**src/ebd_pkg.sv**
```systemverilog
// Shared types and constants for the moving-average backoff delay update block.
// Holds the register indexes, the 2^x interpolation table and the multiplier request type.
// No dependencies.
package ebd_pkg;

    localparam int MUL_STEPS = 17;
    localparam int MUL_CNT_W = 5;
    localparam int PROD_W    = 35;
    localparam int DIV_STEPS = 16;
    localparam int DIV_CNT_W = 5;

    localparam logic [1:0] REG_DISCOUNT = 2'd0;
    localparam logic [1:0] REG_WIN_MIN  = 2'd1;
    localparam logic [1:0] REG_WIN_MAX  = 2'd2;

    localparam logic [15:0] EXP2_TAB [64] = '{
        16'd16384, 16'd16562, 16'd16743, 16'd16925, 16'd17109, 16'd17296, 16'd17484, 16'd17674,
        16'd17867, 16'd18061, 16'd18258, 16'd18457, 16'd18658, 16'd18861, 16'd19066, 16'd19274,
        16'd19484, 16'd19696, 16'd19911, 16'd20127, 16'd20347, 16'd20568, 16'd20792, 16'd21019,
        16'd21247, 16'd21479, 16'd21713, 16'd21949, 16'd22188, 16'd22430, 16'd22674, 16'd22921,
        16'd23170, 16'd23423, 16'd23678, 16'd23936, 16'd24196, 16'd24460, 16'd24726, 16'd24995,
        16'd25268, 16'd25543, 16'd25821, 16'd26102, 16'd26386, 16'd26674, 16'd26964, 16'd27258,
        16'd27554, 16'd27855, 16'd28158, 16'd28464, 16'd28774, 16'd29088, 16'd29405, 16'd29725,
        16'd30048, 16'd30376, 16'd30706, 16'd31041, 16'd31379, 16'd31720, 16'd32066, 16'd32415
    };

    localparam logic [15:0] EXP2_TOP = 16'd32768;

    // Two multipliers and two multiplicands; the product is
    // mpl_a * mcd_a + mpl_b * mcd_b.
    typedef struct packed {
        logic [16:0] mpl_a;
        logic [16:0] mpl_b;
        logic [15:0] mcd_a;
        logic [15:0] mcd_b;
    } t_mul_req;

endpackage

```
**src/ebd_cfg.sv**
```systemverilog
// Configuration register file with an APB-style access port.
// Holds the discount factor and the window limits; takes the register indexes from ebd_pkg.
module ebd_cfg (
    input  logic        i_clk,
    input  logic        i_rst_n,
    input  logic        psel,
    input  logic        penable,
    input  logic        pwrite,
    input  logic [3:0]  paddr,
    input  logic [31:0] pwdata,
    output logic [31:0] prdata,
    output logic        pready,
    output logic [15:0] o_discount_factor,
    output logic [7:0]  o_window_min,
    output logic [7:0]  o_window_max
);

    logic [15:0] r_discount;
    logic [7:0]  r_win_min;
    logic [7:0]  r_win_max;
    logic        w_wr;

    assign pready = 1'b1;
    assign w_wr   = psel & penable & pwrite & pready;

    always_ff @(posedge i_clk) begin
        if (!i_rst_n) begin
            r_discount <= 16'd52429;
            r_win_min  <= 8'd1;
            r_win_max  <= 8'd250;
        end else if (w_wr) begin
            case (paddr[3:2])
                ebd_pkg::REG_DISCOUNT: r_discount <= pwdata[15:0];
                ebd_pkg::REG_WIN_MIN:  r_win_min  <= pwdata[7:0];
                ebd_pkg::REG_WIN_MAX:  r_win_max  <= pwdata[7:0];
                default: ;
            endcase
        end
    end

    always_comb begin
        case (paddr[3:2])
            ebd_pkg::REG_DISCOUNT: prdata = {16'd0, r_discount};
            ebd_pkg::REG_WIN_MIN:  prdata = {24'd0, r_win_min};
            ebd_pkg::REG_WIN_MAX:  prdata = {24'd0, r_win_max};
            default:               prdata = 32'd0;
        endcase
    end

    assign o_discount_factor = r_discount;
    assign o_window_min      = r_win_min;
    assign o_window_max      = r_win_max;

endmodule

```
**src/ebd_mul.sv**
```systemverilog
// Bit-serial shift-add multiplier that forms the sum of two products.
// One multiplier bit per cycle; uses ebd_pkg for the request type and step count.
module ebd_mul (
    input  logic                      i_clk,
    input  logic                      i_rst_n,
    input  logic                      i_start,
    input  ebd_pkg::t_mul_req         i_req,
    output logic                      o_done,
    output logic [ebd_pkg::PROD_W-1:0] o_prod
);

    logic [ebd_pkg::MUL_CNT_W-1:0] r_cnt;
    logic                          r_done;
    logic [16:0]                   r_mpl_a;
    logic [16:0]                   r_mpl_b;
    logic [15:0]                   r_mcd_a;
    logic [15:0]                   r_mcd_b;
    logic [ebd_pkg::PROD_W-1:0]    r_acc;
    logic [16:0]                   w_addend;
    logic [18:0]                   w_sum;

    assign w_addend = (r_mpl_a[0] ? {1'b0, r_mcd_a} : 17'd0)
                    + (r_mpl_b[0] ? {1'b0, r_mcd_b} : 17'd0);
    assign w_sum    = {1'b0, r_acc[34:17]} + {2'b00, w_addend};

    always_ff @(posedge i_clk) begin
        if (!i_rst_n) begin
            r_cnt  <= '0;
            r_done <= 1'b0;
        end else if (i_start) begin
            r_cnt  <= ebd_pkg::MUL_CNT_W'(ebd_pkg::MUL_STEPS);
            r_done <= 1'b0;
        end else if (r_cnt != '0) begin
            r_cnt  <= r_cnt - 1'b1;
            r_done <= (r_cnt == ebd_pkg::MUL_CNT_W'(1));
        end else begin
            r_done <= 1'b0;
        end
    end

    always_ff @(posedge i_clk) begin
        if (i_start) begin
            r_mpl_a <= i_req.mpl_a;
            r_mpl_b <= i_req.mpl_b;
            r_mcd_a <= i_req.mcd_a;
            r_mcd_b <= i_req.mcd_b;
            r_acc   <= '0;
        end else if (r_cnt != '0) begin
            r_mpl_a <= r_mpl_a >> 1;
            r_mpl_b <= r_mpl_b >> 1;
            r_acc   <= {w_sum, r_acc[16:1]};
        end
    end

    assign o_done = r_done;
    assign o_prod = r_acc;

endmodule

```
**src/ebd_div.sv**
```systemverilog
// Restoring bit-serial divider that gives the 16-bit fraction num/den.
// One quotient bit per cycle; the numerator must be below the divisor. Uses ebd_pkg.
module ebd_div (
    input  logic        i_clk,
    input  logic        i_rst_n,
    input  logic        i_start,
    input  logic [15:0] i_num,
    input  logic [16:0] i_den,
    output logic        o_done,
    output logic [15:0] o_quot
);

    logic [ebd_pkg::DIV_CNT_W-1:0] r_cnt;
    logic                          r_done;
    logic [16:0]                   r_rem;
    logic [16:0]                   r_den;
    logic [15:0]                   r_quot;
    logic [17:0]                   w_trial;
    logic [17:0]                   w_diff;
    logic                          w_fit;

    assign w_trial = {r_rem, 1'b0};
    assign w_fit   = (w_trial >= {1'b0, r_den});
    assign w_diff  = w_trial - {1'b0, r_den};

    always_ff @(posedge i_clk) begin
        if (!i_rst_n) begin
            r_cnt  <= '0;
            r_done <= 1'b0;
        end else if (i_start) begin
            r_cnt  <= ebd_pkg::DIV_CNT_W'(ebd_pkg::DIV_STEPS);
            r_done <= 1'b0;
        end else if (r_cnt != '0) begin
            r_cnt  <= r_cnt - 1'b1;
            r_done <= (r_cnt == ebd_pkg::DIV_CNT_W'(1));
        end else begin
            r_done <= 1'b0;
        end
    end

    always_ff @(posedge i_clk) begin
        if (i_start) begin
            r_rem  <= {1'b0, i_num};
            r_den  <= i_den;
            r_quot <= '0;
        end else if (r_cnt != '0) begin
            r_rem  <= w_fit ? w_diff[16:0] : w_trial[16:0];
            r_quot <= {r_quot[14:0], w_fit};
        end
    end

    assign o_done = r_done;
    assign o_quot = r_quot;

endmodule

```
**src/ebd_pow2.sv**
```systemverilog
// Two-stage 2^x evaluator: table lookup, then linear interpolation and shift.
// Input is x+1 in unsigned Q2.16, output 2^x in Q3.14. Uses the ebd_pkg table.
module ebd_pow2 (
    input  logic        i_clk,
    input  logic        i_rst_n,
    input  logic        i_start,
    input  logic [17:0] i_u,
    output logic        o_done,
    output logic [16:0] o_pow
);

    logic        r_s1_vld;
    logic        r_done;
    logic [15:0] r_lo;
    logic [9:0]  r_diff;
    logic [9:0]  r_frac;
    logic [1:0]  r_ip;
    logic [16:0] r_pow;
    logic [5:0]  w_k;
    logic [15:0] w_lo;
    logic [15:0] w_hi;
    logic [15:0] w_diff;
    logic [19:0] w_prod;
    logic [20:0] w_rnd;
    logic [15:0] w_m;
    logic [16:0] w_m_inc;
    logic [16:0] w_pow;

    assign w_k    = i_u[15:10];
    assign w_lo   = ebd_pkg::EXP2_TAB[w_k];
    assign w_hi   = (w_k == 6'd63) ? ebd_pkg::EXP2_TOP : ebd_pkg::EXP2_TAB[w_k + 6'd1];
    assign w_diff = w_hi - w_lo;

    assign w_prod  = r_diff * r_frac;
    assign w_rnd   = {1'b0, w_prod} + 21'd512;
    assign w_m     = r_lo + {5'd0, w_rnd[20:10]};
    assign w_m_inc = {1'b0, w_m} + 17'd1;

    always_comb begin
        if (r_ip == 2'd0) begin
            w_pow = {1'b0, w_m_inc[16:1]};
        end else if (r_ip == 2'd1) begin
            w_pow = {1'b0, w_m};
        end else begin
            w_pow = {w_m, 1'b0};
        end
    end

    always_ff @(posedge i_clk) begin
        if (!i_rst_n) begin
            r_s1_vld <= 1'b0;
            r_done   <= 1'b0;
        end else begin
            r_s1_vld <= i_start;
            r_done   <= r_s1_vld;
        end
    end

    always_ff @(posedge i_clk) begin
        if (i_start) begin
            r_lo   <= w_lo;
            r_diff <= w_diff[9:0];
            r_frac <= i_u[9:0];
            r_ip   <= i_u[17:16];
        end
        if (r_s1_vld) begin
            r_pow <= w_pow;
        end
    end

    assign o_done = r_done;
    assign o_pow  = r_pow;

endmodule

```
**src/ema_backoff_delay_update.sv**
```systemverilog
// Moving-average backoff delay update: sequencer, state and result register.
// A request is accepted only while the block is idle; each runs a 17-step serial multiply,
// a 16-step serial divide, the 2^x evaluator and a second 17-step multiply, then waits
// until the output register is free before the result is registered and it returns to idle.
// Synchronous active-low reset sets the average to 1.0, the delay to zero and
// the registers to their defaults. Depends on ebd_pkg and all ebd_* units.
module ema_backoff_delay_update #(
    parameter int FRAC_BITS = 8
) (
    input  logic        i_clk,
    input  logic        i_rst_n,
    input  logic        s_axis_tvalid,
    output logic        s_axis_tready,
    input  logic [7:0]  s_axis_tdata,   // [7:0] duplicate_count
    input  logic        s_axis_tuser,   // [0] new_record
    output logic        m_axis_tvalid,
    input  logic        m_axis_tready,
    output logic [31:0] m_axis_tdata,   // [15:0] delay_time, [31:16] moving_average
    output logic        m_axis_tuser,   // [0] rose
    input  logic        psel,
    input  logic        penable,
    input  logic        pwrite,
    input  logic [3:0]  paddr,
    input  logic [31:0] pwdata,
    output logic [31:0] prdata,
    output logic        pready
);

    typedef enum logic [5:0] {
        S_IDLE = 6'b000001,
        S_MUL1 = 6'b000010,
        S_DIV  = 6'b000100,
        S_POW  = 6'b001000,
        S_MUL2 = 6'b010000,
        S_OUT  = 6'b100000
    } t_state;

    localparam logic [15:0] ONE_Q    = 16'(1 << FRAC_BITS);
    localparam logic [17:0] TWO_Q116 = 18'h20000;

    t_state r_state;
    logic   r_out_vld;
    logic   r_up;
    logic [15:0] r_ema;
    logic [15:0] r_delay;
    logic [15:0] r_old;
    logic [15:0] r_nv;
    logic [15:0] r_scaled;
    logic [15:0] r_out_delay;
    logic [15:0] r_out_avg;
    logic        r_out_rose;

    logic [15:0] w_disc;
    logic [7:0]  w_wmin;
    logic [7:0]  w_wmax;

    logic        w_accept;
    logic        w_out_free;
    logic [23:0] w_cq_ext;
    logic [15:0] w_cq;
    logic [15:0] w_old;

    ebd_pkg::t_mul_req w_mul_req;
    logic        w_mul_start;
    logic        w_mul_done;
    logic [ebd_pkg::PROD_W-1:0] w_prod;
    logic [16:0] w_nv_sum;
    logic [15:0] w_nv;
    logic [16:0] w_den;

    logic        w_div_start;
    logic        w_div_done;
    logic [15:0] w_quot;
    logic [17:0] w_q2;
    logic [17:0] w_u;

    logic        w_pow_start;
    logic        w_pow_done;
    logic [16:0] w_pow;

    logic [20:0] w_sc_sum;
    logic [15:0] w_sc;
    logic [23:0] w_cap_ext;
    logic [15:0] w_cap;
    logic [23:0] w_flr_ext;
    logic [15:0] w_flr;
    logic [15:0] w_new_delay;

    ebd_cfg u_cfg (
        .i_clk             (i_clk),
        .i_rst_n           (i_rst_n),
        .psel              (psel),
        .penable           (penable),
        .pwrite            (pwrite),
        .paddr             (paddr),
        .pwdata            (pwdata),
        .prdata            (prdata),
        .pready            (pready),
        .o_discount_factor (w_disc),
        .o_window_min      (w_wmin),
        .o_window_max      (w_wmax)
    );

    assign s_axis_tready = (r_state == S_IDLE);
    assign w_accept      = s_axis_tvalid & s_axis_tready;
    assign w_out_free    = ~r_out_vld | m_axis_tready;

    assign w_cq_ext = {16'd0, s_axis_tdata} << FRAC_BITS;
    assign w_cq     = (|w_cq_ext[23:16]) ? 16'hFFFF : w_cq_ext[15:0];
    assign w_old    = s_axis_tuser ? w_cq : r_ema;

    always_comb begin
        if (r_state == S_IDLE) begin
            w_mul_req.mpl_a = {1'b0, w_disc};
            w_mul_req.mpl_b = 17'h10000 - {1'b0, w_disc};
            w_mul_req.mcd_a = w_cq;
            w_mul_req.mcd_b = w_old;
        end else begin
            w_mul_req.mpl_a = w_pow;
            w_mul_req.mpl_b = 17'd0;
            w_mul_req.mcd_a = r_delay;
            w_mul_req.mcd_b = 16'd0;
        end
    end

    assign w_mul_start = w_accept | ((r_state == S_POW) & w_pow_done);

    ebd_mul u_mul (
        .i_clk   (i_clk),
        .i_rst_n (i_rst_n),
        .i_start (w_mul_start),
        .i_req   (w_mul_req),
        .o_done  (w_mul_done),
        .o_prod  (w_prod)
    );

    assign w_nv_sum = {1'b0, w_prod[31:16]} + {16'd0, w_prod[15]};
    assign w_nv     = ((|w_prod[34:32]) | w_nv_sum[16]) ? 16'hFFFF : w_nv_sum[15:0];
    assign w_den    = {1'b0, w_nv} + {1'b0, ONE_Q};

    assign w_div_start = (r_state == S_MUL1) & w_mul_done;

    ebd_div u_div (
        .i_clk   (i_clk),
        .i_rst_n (i_rst_n),
        .i_start (w_div_start),
        .i_num   (w_nv),
        .i_den   (w_den),
        .o_done  (w_div_done),
        .o_quot  (w_quot)
    );

    assign w_q2 = {1'b0, w_quot, 1'b0};
    assign w_u  = r_up ? w_q2 : (TWO_Q116 - w_q2);

    assign w_pow_start = (r_state == S_DIV) & w_div_done;

    ebd_pow2 u_pow2 (
        .i_clk   (i_clk),
        .i_rst_n (i_rst_n),
        .i_start (w_pow_start),
        .i_u     (w_u),
        .o_done  (w_pow_done),
        .o_pow   (w_pow)
    );

    assign w_sc_sum = w_prod[34:14] + {20'd0, w_prod[13]};
    assign w_sc     = (|w_sc_sum[20:16]) ? 16'hFFFF : w_sc_sum[15:0];

    assign w_cap_ext = {16'd0, w_wmax - 8'd1} << FRAC_BITS;
    assign w_cap     = (w_wmax == 8'd0) ? 16'd0 :
                       ((|w_cap_ext[23:16]) ? 16'hFFFF : w_cap_ext[15:0]);
    assign w_flr_ext = {15'd0, {1'b0, w_wmin} + 9'd1} << FRAC_BITS;
    assign w_flr     = (|w_flr_ext[23:16]) ? 16'hFFFF : w_flr_ext[15:0];

    always_comb begin
        if (r_up) begin
            w_new_delay = (r_scaled < w_cap) ? r_scaled : w_cap;
        end else begin
            w_new_delay = (r_scaled > w_flr) ? r_scaled : w_flr;
        end
    end

    always_ff @(posedge i_clk) begin
        if (!i_rst_n) begin
            r_state   <= S_IDLE;
            r_out_vld <= 1'b0;
            r_ema     <= ONE_Q;
            r_delay   <= 16'd0;
        end else begin
            if ((r_state == S_OUT) & w_out_free) begin
                r_out_vld <= 1'b1;
            end else if (r_out_vld & m_axis_tready) begin
                r_out_vld <= 1'b0;
            end
            case (r_state)
                S_IDLE: begin
                    if (w_accept) begin
                        if (s_axis_tuser) begin
                            r_delay <= 16'd0;
                        end
                        r_state <= S_MUL1;
                    end
                end
                S_MUL1: begin
                    if (w_mul_done) begin
                        r_state <= S_DIV;
                    end
                end
                S_DIV: begin
                    if (w_div_done) begin
                        r_state <= S_POW;
                    end
                end
                S_POW: begin
                    if (w_pow_done) begin
                        r_state <= S_MUL2;
                    end
                end
                S_MUL2: begin
                    if (w_mul_done) begin
                        r_state <= S_OUT;
                    end
                end
                S_OUT: begin
                    if (w_out_free) begin
                        r_delay   <= w_new_delay;
                        r_ema     <= r_nv;
                        r_state   <= S_IDLE;
                    end
                end
                default: begin
                    r_state <= S_IDLE;
                end
            endcase
        end
    end

    always_ff @(posedge i_clk) begin
        if (w_accept) begin
            r_old <= w_old;
        end
        if (w_div_start) begin
            r_nv <= w_nv;
            r_up <= (w_nv > r_old);
        end
        if ((r_state == S_MUL2) & w_mul_done) begin
            r_scaled <= w_sc;
        end
        if ((r_state == S_OUT) & w_out_free) begin
            r_out_delay <= w_new_delay;
            r_out_avg   <= r_nv;
            r_out_rose  <= r_up;
        end
    end

    assign m_axis_tvalid = r_out_vld;
    assign m_axis_tdata  = {r_out_avg, r_out_delay};
    assign m_axis_tuser  = r_out_rose;

endmodule
```
**config.mk**
```make
export PLATFORM = sky130hd
export DESIGN_NAME = ema_backoff_delay_update
export DESIGN_NICKNAME = d
export VERILOG_FILES = /design/src/ebd_pkg.sv /design/src/ebd_cfg.sv /design/src/ebd_mul.sv /design/src/ebd_div.sv /design/src/ebd_pow2.sv /design/src/ema_backoff_delay_update.sv
export SDC_FILE = /design/constraint.sdc
export NUM_CORES = 1
export LEC_CHECK = 0
export BUFFER_PORTS_ARGS = -buffer_cell sky130_fd_sc_hd__buf_2
export CAP_MARGIN = 20
export CORE_MARGIN = 3
export CORE_UTILIZATION = 30
export DETAILED_ROUTE_END_ITERATION = 6
export GPL_ROUTABILITY_DRIVEN = 0
export SLEW_MARGIN = 20
export SYNTH_ARGS = -nofsm -noshare
export SYNTH_HDL_FRONTEND = slang
export SYNTH_SLANG_ARGS = --single-unit
```
**constraint.sdc**
```tcl
create_clock -name i_clk -period 8.55 [get_ports i_clk]
set_input_delay 0 -clock i_clk [delete_from_list [all_inputs] [get_ports i_clk]]
set_output_delay 0 -clock i_clk [all_outputs]
set_load 0.05 [all_outputs]
```
# Yosys cells after proc, flatten, opt, wreduce, memory -nomap -nowiden
# Memories as Yosys holds them, arrays and structs flattened.
# Cells that the tools add are included.
dict set report op_classes {
  mux 43
  n_eq_ne 19
  magnitude_cmp 6
  bitwise 18
  mul 1
  add_sub_neg 17
  n_reduce_logical 22
}
# operator count
set ops {}
lappend ops {{$mux W16} 18}
lappend ops {{$mux W17} 6}
lappend ops {{$mux W66} 1}
lappend ops {{$pmux W16 S3} 1}
lappend ops {{$mux W6} 6}
lappend ops {{$pmux W6 S6} 1}
lappend ops {{$gt A16 B16 Y1} 2}
lappend ops {{$pmux W16 S2} 1}
lappend ops {{$mux W10} 3}
lappend ops {{$add A20 B10 Y21 const B} 1}
lappend ops {{$add A21 B1 Y21} 1}
lappend ops {{$mul A10 B10 Y20} 1}
lappend ops {{$mux W5} 4}
lappend ops {{$add A18 B17 Y19} 1}
lappend ops {{$ge A18 B17 Y1} 1}
lappend ops {{$sub A18 B17 Y18 const A} 1}
lappend ops {{$add A16 B1 Y17} 1}
lappend ops {{$add A16 B1 Y17 const B} 1}
lappend ops {{$add A16 B9 Y17 const B} 1}
lappend ops {{$add A17 B17 Y17} 1}
lappend ops {{$sub A17 B16 Y17 const A} 1}
lappend ops {{$sub A17 B17 Y17} 1}
lappend ops {{$add A16 B11 Y16} 1}
lappend ops {{$lt A16 B16 Y1} 1}
lappend ops {{other kinds (32)} 69}
dict set report totals {
  mem_bits_ro 2048
  output_inout_bits 68
  input_bits 52
  word_cells 168
  n_memories 2
  regBits 373
}
# memory depth word_bits rd rd_clocked_by_memory_dff wr line_no
set memory_table {}
lappend memory_table {{(name not given)} 64 16 1 0 0 ebd_pow2.sv:31} ;# assign w_hi = (w_k == 6'd63) ? ebd_pkg::EXP2_TOP : ebd_pkg::EXP2_TAB[w_k + 6'd1];
lappend memory_table {{(name not given)} 64 16 1 0 0 ebd_pow2.sv:30} ;# assign w_lo = ebd_pkg::EXP2_TAB[w_k];

# Depth between registers and ports, before layout
dict set report depth {
  depth_word 9
  mapped_depth 30
  depth_no_buf 29
}

# Cells and area by module
# Synthesis repeated with hierarchy kept, for this count alone.
dict set report hier_totals {
  cells_unflattened 2973
  hier_area_um2 27356.2
}
# mod area_per_inst_um2 instances cells_per_inst seq_area_each_um2
set modules_own_cells {}
lappend modules_own_cells {ebd_pow2 9118.7 1 1101 1631.6}
lappend modules_own_cells {ema_backoff_delay_update 8054.0 1 894 3243.1}
lappend modules_own_cells {ebd_mul 5198.7 1 441 2802.7}
lappend modules_own_cells {ebd_div 3319.4 1 338 1451.4}
lappend modules_own_cells {ebd_cfg 1665.3 1 199 640.6}

# Worst setup path after synthesis
# No wires, ideal clock.
dict set report synth_timing {
  path_kind {register -> register}
  startpoint {register u_pow2.r_frac[3]}
  endpoint {register u_pow2.r_pow[13], in the netlist u_pow2.o_pow[13], data pin}
  synth_period_minus_slack_ns 6.908
  path_stages_with_launch 26
  setup_ns 0.273
  setup_slack_ns 1.642
  required_time_ns 8.277
  path_buffers 1
  t_arrival_ns 6.635
  cell_sequence {edfxtp_1 > clkbuf_1 > nand2_1 > fa_1 > inv_1 > fa_1 > fa_1 > fa_1 > fa_1 > ha_1 > o21a_1 > o21a_1 > o22ai_1 > nor2b_1 > o21a_1 > nor2_1 > ha_1 > o21a_1 > o31a_1 > a21o_1 > nor4_2 > or4b_1 > nor4_1 > nand4b_1 > a311oi_1 > a21oi_1}
}
dict set report synth_between {
  elab_chain_cells 5
  word_cells_on_any_way 6
  cone_classes {add/sub: 3; mul: 1; mux: 2}
}
# element line_no
set synth_lines {}
lappend synth_lines {{start, declared} ebd_pow2.sv:16} ;# logic [9:0] r_frac;
lappend synth_lines {{start signal, assigned} ebd_pow2.sv:63} ;# r_frac <= i_u[9:0];
lappend synth_lines {{$mul A10 B10 Y20 *} ebd_pow2.sv:34} ;# assign w_prod = r_diff * r_frac;
lappend synth_lines {{$add A20 B10 Y21 *} ebd_pow2.sv:35} ;# assign w_rnd = {1'b0, w_prod} + 21'd512;
lappend synth_lines {{$add A16 B11 Y16 *} ebd_pow2.sv:36} ;# assign w_m = r_lo + {5'd0, w_rnd[20:10]};
lappend synth_lines {{$add A16 B1 Y17 / $mux W16 (equally long branches)} {ebd_pow2.sv:37, ebd_pow2.sv:42}}
lappend synth_lines {{$mux W16 *} ebd_pow2.sv:40} ;# if (r_ip == 2'd0) begin
lappend synth_lines {{net u_pow2.w_pow[13]} ebd_pow2.sv:27} ;# logic [16:0] w_pow;
lappend synth_lines {{end signal, assigned} ebd_pow2.sv:67} ;# r_pow <= w_pow;
lappend synth_lines {{end, declared} ebd_pow2.sv:18} ;# logic [16:0] r_pow;
# The timed path passes the listed nets; every way through them passes the cells marked *.
# A chain may end at the register's enable or synchronous reset.

# Worst setup path in the final report
dict set report layout_timing {
  startpoint {register u_pow2.r_frac[9]}
  endpoint {register u_pow2.r_pow[12], in the netlist u_pow2.o_pow[12], data pin}
}
# Same word-level chain as after synthesis.

==> summary.txt <==
Logic synthesis
  – Main synth FF type: edfxtp_1
  – Synth Cell Area: 0.0255 mm²
  – Post-synth EDFFs: 225
  – Top-count cell post-synth: nand2_1
  – Synthesized instance count: 2,833
  – Netlist cell types: 95
  – Asr flop ratio synth: 0
  – Share of the synthesized area in the top cell type: 0.265
  – Yosys warns: 0
  – Synthesized area per cell: 9.01 µm²
  – Synth Register Bits: 349
  – Largest cells by area after synthesis: edfxtp_1, dfxtp_1, ha_1
  – Synth area leader: edfxtp_1
  – Sequential-to-total area share from yosys stat: 0.362
  – Top cells by count, synth: nand2_1, edfxtp_1, ha_1

Power and ir drop
  – P per Cell Area: 292 mW/mm²
  – Combinational share of power: 0.486
  – Switching Fraction: 0.413
  – Sequential Power Share: 0.302
  – Sw Pwr: 0.00345 W
  – Leak: approximately 12 nW
  – Internal: 0.00491 W
  – Max rail drop VDD: about 0.14 mV
  – Clk network pwr share: 0.212

Critical path
  – Critical path type: flip-flop to flip-flop
  – Crit path launch type: flip-flop
  – Critical Path End Type: flip-flop
  – WP data required: 8850 ps
  – CP most frequent cell: fa_1
  – Crit path max fanout: 10
  – Slowest CP cell: edfxtp_1
  – Critical path cell sequence: and2_1, fa_1, fa_1, fa_1, fa_1, fa_1, ha_1, o21a_1, o21a_1, o22ai_1, nor2b_1, o21a_1, nor3_1, nor2_1, ha_1, nor3_1, nor2_1, nand2_1, xor2_1, nor4_1, nand4_1, o211a_1, o31ai_1, a221oi_1
  – CP max stage delay: between 500 and 600 ps
  – CP arrival: 7740 ps

CTS
  – Clock transition at path regs: 60 ps
  – Cts bufs inserted: 40
  – Postcts setup bufs: 0
  – Clk_lat worst skew: around 580 ps
  – Clk root buf: clkbuf_16
  – Htree depth: 2
  – TritonCTS clock tree: built
  – Clock Sink Count: 349
  – Clk buf depth: 3

Routing
  – DRT Pass-1 Iters: 5
  – Drc violations: 0
  – Via count: about 20,000
  – WL per Instance: 15.8 µm
  – WL final: 64.0 mm
  – Antenna Violating Nets Remaining: 0
  – DRT iter0 DRCs: 1,513
  – Vias per inst: ~5.0

Place
  – Number of port buffers: 84
  – Post-DP HPWL: ~47 mm
  – Area after DPL: roughly 0.027 mm²

Global route
  – Pin count of the biggest net entering global routing: 67
  – Vias in the first global route: 19,452
  – Initial antenna violation count: 0
  – Global-route usage over all layers: 0.142
  – First-pass GRT wire length: 105 mm
  – Grt ovf: 0

Timing
  – Crit path time final: 7430 ps
  – Setup_tns: 0 ps
  – Count of final setup violators: 0
  – Final slew viol count: 0
  – Clock Skew: 32.0 ps
  – Worst Max-Slew Pin Slew: 990 ps
  – Slew HR: 0.340
  – Max Clock Freq: 0.135 GHz
  – Final-report hold violation count: 0
  – RSZ-0062 raised after global routing: false
  – Fin crit share: 0.869

Die
  – Row cnt: 106
  – Die height: 298 µm
  – I/O pin total: 120
  – Die W: 298 µm
  – Initial Util: 0.304
  – DIE AREA: 0.0886 mm²
  – Core ar.: 0.0840 mm²

Worst hold path
  – Worst hold path class: input port to flip-flop

Cells and area
  – Fill cell count: 8,560
  – # nets final: about 3,200
  – Design area: 0.0287 mm²
  – Reg area: ~0.009 mm²
  – Synthesis-to-layout area growth: 12.4%
  – Antenna cells: 0
  – Multi-input logic area: 0.0150 mm²
  – Layout cells sized above 1: 0.0824

Flow run
  – Max cap viols: 0

Run status
  – Status: finished, final reports clean
[cell families after synthesis]
logic type	count (synthesis)	share of synthesized area
AO/OA/AOI/OAI	623	0.161
XOR/XNOR	157	0.0560
adder cells (fa/ha/maj)	255	0.143
buffers and inverters	326	0.0523
flip-flops	349	0.362
multiplexers	71	0.0303
other	2	0.000294
AND/OR/NAND/NOR	1050	0.195
[power by group through the flow]
stage | combinational (W) | sequential (W) | clock (W)
after floorplan | 0.00320 | 0.00244 | 0
after global placement | 0.00397 | 0.00255 | 0
after detailed placement | 0.00401 | 0.00255 | 0
after CTS | 0.00404 | 0.00252 | 0.00182
after global routing | 0.00455 | 0.00256 | 0.00190
final | 0.00407 | 0.00252 | 0.00177
[registers in the layout, indices dropped and copies added (netlist names), 9 cells and up]
| signal | cells |
|---|---|
| r_delay | 16 |
| r_ema | 16 |
| r_nv | 16 |
| r_old | 16 |
| r_out_avg | 16 |
| r_out_delay | 16 |
| r_scaled | 16 |
| u_cfg.o_discount_factor | 16 |
| u_div.o_quot | 16 |
| u_div.r_den | 9 |
| u_div.r_rem | 17 |
| u_mul.o_prod | 22 |
| u_mul.r_mcd_a | 16 |
| u_mul.r_mcd_b | 16 |
| u_mul.r_mpl_a | 17 |
| u_mul.r_mpl_b | 17 |
| u_pow2.o_pow | 17 |
| u_pow2.r_diff | 10 |
| u_pow2.r_frac | 9 |
| u_pow2.r_lo | 14 |
[cell usage in the layout (no fill, tap or decap), types with 84 or more instances in the layout]
cell | Yosys | routed
dfxtp_1 | 124 | 124
nand2_1 | 435 | 435
nor2_1 | 182 | 182
edfxtp_1 | 225 | 225
inv_1 | 162 | 160
a21oi_1 | 157 | 156
ha_1 | 193 | 193
xnor2_1 | 89 | 88
buf_2 | 19 | 84
and2_1 | 114 | 114
o21ai_0 | 109 | 109
[area by class of cell]
cell class | instances | share of cell area
multi-input cells | 2173 | 0.524
flip-flops and latches | 349 | 0.322
well taps | 1134 | 0.0495
clock buffers | 46 | 0.0360
repair buffers | 149 | 0.0345
inverters | 168 | 0.0220
clock inverters | 28 | 0.0115
[metrics by stage]
| step | utilization | worst slack [ps] | cells | total power (W) | hold WS (ps) |
|---|---|---|---|---|---|
| floorplan | - | 1640 | 2848 | 0.00564 | 124 |
| global placement | 0.321 | 1090 | 3941 | 0.00652 | 218 |
| detailed placement | 0.321 | 1070 | 3941 | 0.00656 | 221 |
| CTS | 0.342 | 1060 | 4047 | 0.00839 | 3.50 |
| global route | 0.342 | 433 | 4047 | 0.00901 | 39.9 |
| finish | 0.342 | 1120 | 4047 | 0.00836 | 25.9 |
[repair_timing]
action | in CTS | in global routing
hold buffers | 32 | 0
setup endpoints to repair | 0 | 0
hold endpoints to repair | 67 | 0
gates resized for setup | 0 | 0
[layer usage]
metal	share of wire	wire, µm	track usage
met1	0.48	30600	0.198
met2	0.46	29200	0.234
met3	0.053	3400	0.0198
met4	0.014	865	0.0285
met5	0	0	0
[path summary, 6_finish.rpt]
path	to	slack (ps)	depth (start not counted)	from
setup / recovery	u_pow2.o_pow[12]$_DFFE_PP_	1120	24	u_pow2.r_frac[9]$_DFFE_PP_
setup reg to reg	u_pow2.o_pow[12]$_DFFE_PP_	1120	24	u_pow2.r_frac[9]$_DFFE_PP_
hold reg to reg	r_ema[13]$_SDFFE_PN0P_	460	2	r_ema[13]$_SDFFE_PN0P_
hold / removal	u_cfg.o_window_min[0]$_SDFFE_PN1P_	30	3	i_rst_n
[critical path, delay by kind of cell, from the launching register on]
family,cells,cell delay (ps)
compound gates,7,1470
simple gates,9,1790
flops,1,550
fa+ha+maj,7,3240
xor+xnor,1,130
Power figures use the tool's default switching activity.
